==> config.mk <==
export PLATFORM = sky130hd
export DESIGN_NAME = capture_period_speed_meter_core
export DESIGN_NICKNAME = d
export VERILOG_FILES = /design/src/rtl/cpsm_pkg.sv /design/src/rtl/cpsm_divider.sv /design/src/rtl/capture_period_speed_meter_core.sv
export SDC_FILE = /design/constraint.sdc
export NUM_CORES = 2
export LEC_CHECK = 0
export BUFFER_PORTS_ARGS = -buffer_cell sky130_fd_sc_hd__buf_2
export CAP_MARGIN = 20
export CORE_MARGIN = 3
export CORE_UTILIZATION = 30
export DETAILED_ROUTE_END_ITERATION = 7
export GPL_ROUTABILITY_DRIVEN = 0
export SLEW_MARGIN = 20
export SYNTH_ARGS = -nofsm -noshare
export SYNTH_HDL_FRONTEND = slang
export SYNTH_SLANG_ARGS = --single-unit
==> constraint.sdc <==
create_clock -name aclk -period 11.3 [get_ports aclk]
set_clock_uncertainty 0.2 [all_clocks]
set_input_delay 1.695 -clock aclk [delete_from_list [all_inputs] [get_ports aclk]]
set_output_delay 1.695 -clock aclk [all_outputs]
set_load 0.05 [all_outputs]
==> src/rtl/cpsm_pkg.sv <==
// Shared types and constants of the capture period speed meter.
`default_nettype none

package cpsm_pkg;

    localparam logic [14:0] SPEED_MAX    = 15'h7FFF;
    localparam logic [12:0] Q12_ONE      = 13'd4096;
    localparam logic [3:0]  SAMPLE_SLOTS = 4'd10;

    // configuration register indexes
    localparam logic [2:0] REG_SPEED_NUMERATOR    = 3'd0;
    localparam logic [2:0] REG_PERIOD_UPPER_LIMIT = 3'd1;
    localparam logic [2:0] REG_PERIOD_LOWER_LIMIT = 3'd2;
    localparam logic [2:0] REG_FILTER_WEIGHT      = 3'd3;
    localparam logic [2:0] REG_JUMP_LIMIT         = 3'd4;
    localparam logic [2:0] REG_CHECK_SPEED_FLOOR  = 3'd5;
    localparam logic [2:0] REG_BUS_VOLTAGE_FLOOR  = 3'd6;

    // divider request and response
    typedef struct packed {
        logic        start;
        logic [31:0] dividend;
        logic [30:0] divisor;
    } div_req_t;

    typedef struct packed {
        logic        done;
        logic [14:0] quotient;
    } div_rsp_t;

endpackage

`default_nettype wire

==> src/rtl/cpsm_divider.sv <==
// Radix-2 restoring divider, one quotient bit per cycle, quotient saturated to 15 bits.
`default_nettype none

module cpsm_divider
    import cpsm_pkg::*;
(
    input  wire logic     aclk,
    input  wire logic     aresetn,
    input  wire div_req_t req,
    output div_rsp_t      rsp
);

    logic        busy_reg;
    logic        done_reg;
    logic [4:0]  cnt_reg;
    logic [30:0] rem_reg;
    logic [31:0] qd_reg;      // dividend shifts out the top, quotient in at the bottom
    logic [30:0] dvs_reg;

    logic [31:0] trial;
    logic        fits;
    logic [31:0] trial_sub;

    always_comb begin
        trial     = {rem_reg, qd_reg[31]};
        fits      = trial >= {1'b0, dvs_reg};
        trial_sub = trial - {1'b0, dvs_reg};
    end

    always_ff @(posedge aclk) begin
        if (!aresetn) begin
            busy_reg <= 1'b0;
            done_reg <= 1'b0;
            cnt_reg  <= 5'd0;
        end else begin
            done_reg <= 1'b0;
            if (req.start && !busy_reg) begin
                busy_reg <= 1'b1;
                cnt_reg  <= 5'd0;
            end else if (busy_reg) begin
                cnt_reg <= cnt_reg + 5'd1;
                if (cnt_reg == 5'd31) begin
                    busy_reg <= 1'b0;
                    done_reg <= 1'b1;
                end
            end
        end
    end

    always_ff @(posedge aclk) begin
        if (req.start && !busy_reg) begin
            rem_reg <= 31'd0;
            qd_reg  <= req.dividend;
            dvs_reg <= req.divisor;
        end else if (busy_reg) begin
            // remainder stays below the divisor, so 31 bits hold it
            rem_reg <= fits ? trial_sub[30:0] : trial[30:0];
            qd_reg  <= {qd_reg[30:0], fits};
        end
    end

    assign rsp.done     = done_reg;
    assign rsp.quotient = (qd_reg[31:15] != 17'd0) ? SPEED_MAX : qd_reg[14:0];

endmodule

`default_nettype wire

==> src/rtl/capture_period_speed_meter_core.sv <==
// Capture period speed meter: period from timer captures, speed by division, Q12 low-pass.
//
// Usage:
//   s_axis carries one timer event per request: tuser holds the overflow and
//   capture flags, tdata the two capture values and the bus voltage sample.
//   m_axis returns one result per event: raw speed, filtered speed, ring slot
//   and the period used for the division.
//   cfg_wr_en/cfg_addr/cfg_wdata write the seven setup registers; write them
//   only while no event is in flight.
// Timing:
//   An event runs through a small sequencer and one restoring divider
//   (one quotient bit per cycle). The result shows on m_axis after the sequencer
//   reaches its last step; when the period is zero the division is skipped and
//   the speed is set to its maximum. s_axis_tready is low while an event is in
//   work, so a new event is taken only after the last one has left the sequencer.
//   The result sits in an output register; a new event is accepted while it
//   waits. If the receiver stalls, the next result waits in the last step until
//   the output register frees up.
// Reset: aresetn (synchronous, active low) clears the history state and loads
//   the setup registers with their defaults; m_axis_tvalid drops at the next edge.
`default_nettype none

module capture_period_speed_meter_core
    import cpsm_pkg::*;
(
    input  wire logic        aclk,
    input  wire logic        aresetn,
    // configuration write port
    input  wire logic        cfg_wr_en,
    input  wire logic [2:0]  cfg_addr,
    input  wire logic [31:0] cfg_wdata,
    // event input
    input  wire logic        s_axis_tvalid,
    output logic             s_axis_tready,
    input  wire logic [47:0] s_axis_tdata,  // capture_now[15:0], capture_prev[31:16],
                                            // bus_voltage[43:32], zero pad
    input  wire logic [1:0]  s_axis_tuser,  // overflow_event[0], capture_event[1]
    // result output
    output logic             m_axis_tvalid,
    input  wire logic        m_axis_tready,
    output logic [71:0]      m_axis_tdata   // speed_raw[14:0], speed_filtered[30:15],
                                            // ring_slot[34:31], period_used[65:35], zero pad
);

    localparam logic [3:0] ST_IDLE     = 4'd0;
    localparam logic [3:0] ST_PERIOD   = 4'd1;
    localparam logic [3:0] ST_CLAMP    = 4'd2;
    localparam logic [3:0] ST_LOWER    = 4'd3;
    localparam logic [3:0] ST_DIV_GO   = 4'd4;
    localparam logic [3:0] ST_DIV_WAIT = 4'd5;
    localparam logic [3:0] ST_JUMP     = 4'd6;
    localparam logic [3:0] ST_MUL_OLD  = 4'd7;
    localparam logic [3:0] ST_MUL_NEW  = 4'd8;
    localparam logic [3:0] ST_DONE     = 4'd9;

    logic [3:0]  state_reg;

    // setup registers
    logic [31:0] speed_numerator_reg;
    logic [30:0] period_upper_limit_reg;
    logic [30:0] period_lower_limit_reg;
    logic [12:0] filter_weight_reg;
    logic [14:0] jump_limit_reg;
    logic [14:0] check_speed_floor_reg;
    logic [11:0] bus_voltage_floor_reg;

    // event payload
    logic        ovf_reg;
    logic        cap_reg;
    logic [15:0] cap_now_reg;
    logic [15:0] cap_prev_reg;
    logic [11:0] bus_reg;

    // history
    logic [15:0] overflow_count_reg;
    logic [31:0] active_period_reg;
    logic [30:0] held_period_reg;
    logic [14:0] prev_speed_reg;
    logic [15:0] filtered_reg;
    logic [3:0]  slot_index_reg;

    // work registers
    logic [31:0] clamped_reg;
    logic [30:0] period_reg;
    logic [14:0] speed_reg;
    logic [28:0] prod_reg;
    logic [3:0]  slot_reg;

    logic        m_tvalid_reg;
    logic [71:0] m_tdata_reg;

    div_req_t    div_req;
    div_rsp_t    div_rsp;

    logic [15:0] count_upd;
    logic [31:0] active_calc;
    logic [31:0] clamp_next;
    logic        below;
    logic [30:0] period_next;
    logic [14:0] speed_diff;
    logic        reject;
    logic [14:0] speed_fin;
    logic [12:0] weight;
    logic [15:0] mul_a;
    logic [12:0] mul_b;
    logic [28:0] mul_p;
    logic [29:0] filt_sum;
    logic [3:0]  slot_cur;
    logic [4:0]  slot_inc;
    logic        out_free;

    always_comb begin
        count_upd   = ovf_reg ? overflow_count_reg + 16'd1 : overflow_count_reg;
        active_calc = ({16'd0, cap_now_reg} - {16'd0, cap_prev_reg}) + {count_upd, 16'd0};

        // signed view: a negative period never clamps and always falls below
        clamp_next = (!active_period_reg[31] && active_period_reg[30:0] > period_upper_limit_reg)
                     ? {1'b0, period_upper_limit_reg} : active_period_reg;
        below       = clamped_reg[31] || (clamped_reg[30:0] < period_lower_limit_reg);
        period_next = below ? held_period_reg : clamped_reg[30:0];

        speed_diff = (speed_reg > prev_speed_reg) ? speed_reg - prev_speed_reg
                                                  : prev_speed_reg - speed_reg;
        reject     = (prev_speed_reg > check_speed_floor_reg) && (speed_diff > jump_limit_reg)
                     && (bus_reg > bus_voltage_floor_reg);
        speed_fin  = reject ? prev_speed_reg : speed_reg;

        weight = (filter_weight_reg > Q12_ONE) ? Q12_ONE : filter_weight_reg;
        if (state_reg == ST_MUL_OLD) begin
            mul_a = filtered_reg;
            mul_b = Q12_ONE - weight;
        end else begin
            mul_a = {1'b0, speed_reg};
            mul_b = weight;
        end
        mul_p    = 29'(mul_a) * 29'(mul_b);
        filt_sum = {1'b0, prod_reg} + {1'b0, mul_p};

        slot_cur = (slot_index_reg >= SAMPLE_SLOTS) ? 4'd0 : slot_index_reg;
        slot_inc = {1'b0, slot_cur} + 5'd1;

        out_free = !m_tvalid_reg || m_axis_tready;
    end

    assign div_req.start    = (state_reg == ST_DIV_GO) && (period_reg != 31'd0);
    assign div_req.dividend = speed_numerator_reg;
    assign div_req.divisor  = period_reg;

    cpsm_divider u_div (
        .aclk    (aclk),
        .aresetn (aresetn),
        .req     (div_req),
        .rsp     (div_rsp)
    );

    // setup registers
    always_ff @(posedge aclk) begin
        if (!aresetn) begin
            speed_numerator_reg    <= 32'd0;
            period_upper_limit_reg <= 31'h7FFF_FFFF;
            period_lower_limit_reg <= 31'd1;
            filter_weight_reg      <= 13'd1500;
            jump_limit_reg         <= 15'd350;
            check_speed_floor_reg  <= 15'd2262;
            bus_voltage_floor_reg  <= 12'd1430;
        end else if (cfg_wr_en) begin
            case (cfg_addr)
                REG_SPEED_NUMERATOR:    speed_numerator_reg    <= cfg_wdata;
                REG_PERIOD_UPPER_LIMIT: period_upper_limit_reg <= cfg_wdata[30:0];
                REG_PERIOD_LOWER_LIMIT: period_lower_limit_reg <= cfg_wdata[30:0];
                REG_FILTER_WEIGHT:      filter_weight_reg      <= cfg_wdata[12:0];
                REG_JUMP_LIMIT:         jump_limit_reg         <= cfg_wdata[14:0];
                REG_CHECK_SPEED_FLOOR:  check_speed_floor_reg  <= cfg_wdata[14:0];
                REG_BUS_VOLTAGE_FLOOR:  bus_voltage_floor_reg  <= cfg_wdata[11:0];
                default: ;
            endcase
        end
    end

    // sequencer and history state
    always_ff @(posedge aclk) begin
        if (!aresetn) begin
            state_reg          <= ST_IDLE;
            overflow_count_reg <= 16'd0;
            active_period_reg  <= 32'd0;
            held_period_reg    <= 31'd0;
            prev_speed_reg     <= 15'd0;
            filtered_reg       <= 16'd0;
            slot_index_reg     <= 4'd0;
            m_tvalid_reg       <= 1'b0;
        end else begin
            if (state_reg == ST_DONE && out_free) begin
                m_tvalid_reg <= 1'b1;
            end else if (m_tvalid_reg && m_axis_tready) begin
                m_tvalid_reg <= 1'b0;
            end
            case (state_reg)
                ST_IDLE: begin
                    if (s_axis_tvalid) begin
                        state_reg <= ST_PERIOD;
                    end
                end
                ST_PERIOD: begin
                    if (cap_reg) begin
                        active_period_reg  <= active_calc;
                        overflow_count_reg <= 16'd0;
                    end else begin
                        overflow_count_reg <= count_upd;
                    end
                    state_reg <= ST_CLAMP;
                end
                ST_CLAMP: begin
                    state_reg <= ST_LOWER;
                end
                ST_LOWER: begin
                    held_period_reg <= period_next;
                    state_reg       <= ST_DIV_GO;
                end
                ST_DIV_GO: begin
                    state_reg <= (period_reg == 31'd0) ? ST_JUMP : ST_DIV_WAIT;
                end
                ST_DIV_WAIT: begin
                    if (div_rsp.done) begin
                        state_reg <= ST_JUMP;
                    end
                end
                ST_JUMP: begin
                    prev_speed_reg <= speed_fin;
                    state_reg      <= ST_MUL_OLD;
                end
                ST_MUL_OLD: begin
                    state_reg <= ST_MUL_NEW;
                end
                ST_MUL_NEW: begin
                    filtered_reg   <= filt_sum[27:12];
                    slot_index_reg <= (slot_inc >= {1'b0, SAMPLE_SLOTS}) ? 4'd0 : slot_inc[3:0];
                    state_reg      <= ST_DONE;
                end
                ST_DONE: begin
                    if (out_free) begin
                        state_reg <= ST_IDLE;
                    end
                end
                default: begin
                    state_reg <= ST_IDLE;
                end
            endcase
        end
    end

    // datapath registers
    always_ff @(posedge aclk) begin
        if (state_reg == ST_IDLE && s_axis_tvalid) begin
            ovf_reg      <= s_axis_tuser[0];
            cap_reg      <= s_axis_tuser[1];
            cap_now_reg  <= s_axis_tdata[15:0];
            cap_prev_reg <= s_axis_tdata[31:16];
            bus_reg      <= s_axis_tdata[43:32];
        end
        if (state_reg == ST_CLAMP) begin
            clamped_reg <= clamp_next;
        end
        if (state_reg == ST_LOWER) begin
            period_reg <= period_next;
        end
        if (state_reg == ST_DIV_GO && period_reg == 31'd0) begin
            speed_reg <= SPEED_MAX;
        end else if (state_reg == ST_DIV_WAIT && div_rsp.done) begin
            speed_reg <= div_rsp.quotient;
        end else if (state_reg == ST_JUMP) begin
            speed_reg <= speed_fin;
        end
        if (state_reg == ST_MUL_OLD) begin
            prod_reg <= mul_p;
        end
        if (state_reg == ST_MUL_NEW) begin
            slot_reg <= slot_cur;
        end
        if (state_reg == ST_DONE && out_free) begin
            m_tdata_reg <= {6'd0, period_reg, slot_reg, filtered_reg, speed_reg};
        end
    end

    assign s_axis_tready = (state_reg == ST_IDLE);
    assign m_axis_tvalid = m_tvalid_reg;
    assign m_axis_tdata  = m_tdata_reg;

endmodule

`default_nettype wire

==> results by group <==
Drt
  • Drt pass-1 iters: 5
  • Wire per inst: around 18 um
  • Avg Vias per Cell: between 4 and 5
  • WL final: 104000 um
  • Final antenna-violating net count: 0
  • Via count: between 20000 and 30000
  • Initial detailed-routing violation count: about 2100
  • Drc violations: 0

STA
  • Final hold violation count: 0
  • Worst relative slew slack: a little over a quarter
  • Setup TNS: 0 ns
  • Peak Freq: between 0.09 and 0.1 GHz
  • Final period util: between 90% and 100%
  • Worst-margin pin slew: about 1.1 ns
  • RSZ-0062 raised after global routing: false
  • Post-route setup slack: ~0.95 ns
  • Endpoints failing setup: 0
  • Min cycle time layout: 10.35 ns
  • Final Max Slew Viols: 0

Yosys
  • Post-Synth Adder-Cell Area: 18.5%
  • Synth cell types: 79
  • Synthesized area: 37200 um2
  • Simple-Gate Fraction of Synth Area: between 15 and 20%
  • Avg Inst Size Synth: approximately 9.1 um2
  • Yosys reg bits: ~600
  • Async set-or-reset flop fraction in the synthesized netlist: 0%
  • Post-synthesis compound-gate area fraction: between 15 and 20%
  • Main combinational cell family by area after synthesis: adder cells
  • Primary FF master, synth: dfxtp_1
  • Ys Warns: 0
  • Mux cell area share after synthesis: under 10%
  • Seq/Total Area, Yosys: ~39%
  • Cells after synthesis: 4072
  • XOR/XNOR Fraction of Synth Area: 2.65%
  • EDFF count, synth: 270

CTS
  • Num CTS Buffers: 68
  • CTS sink cnt: slightly below 600
  • CTS tree: built
  • Post-CTS Hold Buffers: 0
  • CTS HTree Levels: 3
  • Clock Latency Late Sink: around 0.65 ns
  • CTS Root Cell: clkbuf_16
  • Reg clk slew, reported paths: roughly 0.06 ns
  • Post-CTS Setup Repair Bufs: 0
  • CTS Buffer Depth: 3

Layout
  • Max reg flops: 66
  • Design Area, Final: between 40000 and 50000 um2
  • Final nets: around 4700
  • Fraction of layout cells with a size suffix above 1: 9.54%
  • Syn-to-layout area delta: 13.7%

Worst setup path
  • Critical path class: reg2reg
  • Worst R2R Path Depth: 36
  • CP Capture Type: register
  • Startpoint Class: register
  • CP most frequent cell: inv_1
  • CP max stage cell: or4_1
  • Reg-to-Reg End: filtered_reg[12]$_SDFFE_PN0P_
  • Critical Path Max Stage Delay: just under 0.6 ns
  • Critical Path RT: roughly 12 ns
  • Critical Path AT: 10.61 ns
  • Reg2Reg Setup Slack: roughly 0.95 ns
  • CP max FO: 8
  • R2r startpoint: filter_weight_reg[3]$_SDFFE_PN1P_

Global routing
  • Vias in the first global route: approximately 28000
  • Total track usage: around 16%
  • First-pass GRT wire length: 163000 um
  • Pin count of the biggest net entering global routing: 82
  • Initial antenna violation count: 6
  • Congestion Overflow GR: 0

Placed design
  • Placed Area: roughly 40000 um2
  • Post-detail-place hpwl: 76600 um
  • Port-buffer cells: 153
  • Worst slack at placement: roughly 0.92 ns

Floorplan
  • Initial Utilization: between 30 and 40%
  • FP Rows: ~130
  • CORE AREA: ~120000 um2
  • Die Width: approximately 360 um
  • Io pins: around 160
  • Die height: between 300 and 400 um
  • Die area: about 130000 um2

Worst hold path
  • WHS Path Cells: 0
  • Hold Path Class: reg2reg
  • Hold EP: m_axis_tdata[31]$_DFFE_PP_
  • Min-delay src: slot_reg[0]$_DFFE_PP_

Run status
  • Status: complete, no violations

Job
  • Max cap viols: 0
## per-stage QoR
step / util, % / cells / hold WS, ns
final: 34.6 / 5844 / 0.207
after global placement: 32.5 / 5713 / 0.203
after detailed placement: 32.5 / 5714 / 0.226
after global routing: 34.5 / 5841 / 0.205
after floorplan: - / 4077 / 0.200
after CTS: 34.5 / 5840 / 0.205
## synthesized netlist by cell type, types with 19 or more instances
master | count | area share, %
a211o_1 | 20 | 0.47
a211oi_1 | 22 | 0.44
a21o_1 | 84 | 1.7
a21oi_1 | 288 | 3.9
a22oi_1 | 37 | 0.75
a31oi_1 | 26 | 0.44
and2_1 | 31 | 0.52
and3_1 | 26 | 0.44
clkbuf_1 | 173 | 1.7
dfxtp_1 | 321 | 17
edfxtp_1 | 270 | 22
fa_1 | 158 | 8.5
ha_1 | 298 | 10
inv_1 | 421 | 4.2
mux2_2 | 36 | 1.1
mux2i_1 | 42 | 1.1
nand2_1 | 664 | 6.7
nand2b_1 | 28 | 0.47
nand3_1 | 165 | 2.2
nand4_1 | 33 | 0.55
nor2_1 | 192 | 1.9
nor2b_1 | 61 | 1.0
nor3_1 | 44 | 0.59
o211ai_1 | 88 | 1.8
o21a_1 | 36 | 0.73
o21ai_0 | 159 | 2.1
or3_1 | 19 | 0.32
xnor2_1 | 71 | 1.7
xor2_1 | 39 | 0.92
## per-layer routing
layer  track usage, %  share of wire [%]  vias up
li1                 -                  -    14300
met1             22.6                 46    14000
met2             25.3                 45      840
met3             2.92                7.1      135
met4             4.35                2.2        0
met5                0                  0        -
## what timing repair did
| action | in CTS | in global routing |
|---|---|---|
| endpoints found under the setup margin | 0 | 1 |
| hold endpoints to repair | 0 | 0 |
| resized for setup | 0 | 1 |
## worst max-delay path by stage
| stage | slack [ns] | from | endpoint | depth (start not counted) |
|---|---|---|---|---|
| 2_1_floorplan | 2.28 | filter_weight_reg[2]$_SDFFE_PN1P_ | filtered_reg[15]$_SDFFE_PN0P_ | 34 |
| 3_3_place_gp | 1.04 | filter_weight_reg[3]$_SDFFE_PN1P_ | filtered_reg[12]$_SDFFE_PN0P_ | 36 |
| 3_5_place_dp | 0.92 | filter_weight_reg[2]$_SDFFE_PN1P_ | filtered_reg[12]$_SDFFE_PN0P_ | 33 |
| 4_1_cts | 0.86 | filter_weight_reg[2]$_SDFFE_PN1P_ | filtered_reg[12]$_SDFFE_PN0P_ | 36 |
| 5_1_grt | 0.23 | filter_weight_reg[3]$_SDFFE_PN1P_ | filtered_reg[15]$_SDFFE_PN0P_ | 37 |
| 6_report | 0.95 | filter_weight_reg[3]$_SDFFE_PN1P_ | filtered_reg[12]$_SDFFE_PN0P_ | 36 |
## cells in the final DEF (no fill, tap or decap), drive strengths merged, types with 61 or more instances in the layout
cell type  Yosys  routed
nand2        664     664
inv          421     432
dfxtp        321     321
ha           298     298
a21oi        288     288
edfxtp       270     270
buf           22     208
nor2         192     192
o21ai        172     172
nand3        165     165
fa           158     158
o211ai        88      88
clkbuf       173      85
a21o          84      84
xnor2         71      71
nor2b         61      61
## layout make-up
type                            count  area [um2]
Multi-Input combinational cell   2868       20500
Fill cell                       12500       80200
Tap cell                         1625        2030
Inverter                          423        1590
Antenna cell                        3        7.51
Sequential cell                   591       14500
Clock buffer                       85        1890
Timing Repair Buffer              208        1220
Clock inverter                     41         520
## worst max-delay path, delay by kind of cell, from the launching register on
kind | cells | cell delay, ns
compound gates | 13 | 3.39
fa+ha+maj | 7 | 3.00
simple gates | 7 | 1.90
mux | 1 | 0.20
xor+xnor | 2 | 0.61
buf+inv | 6 | 0.49
flops | 1 | 0.38
## logic make-up after synthesis
group,after synthesis
other cells,1
flops,591
simple gates,1334
buf+inv,618
xor+xnor,111
compound gates,882
fa+ha+maj,456
mux,79
Power is left out: the tool's default activity adds up to more than one toggle a clock period on the data nets, which glitch-free logic cannot reach.
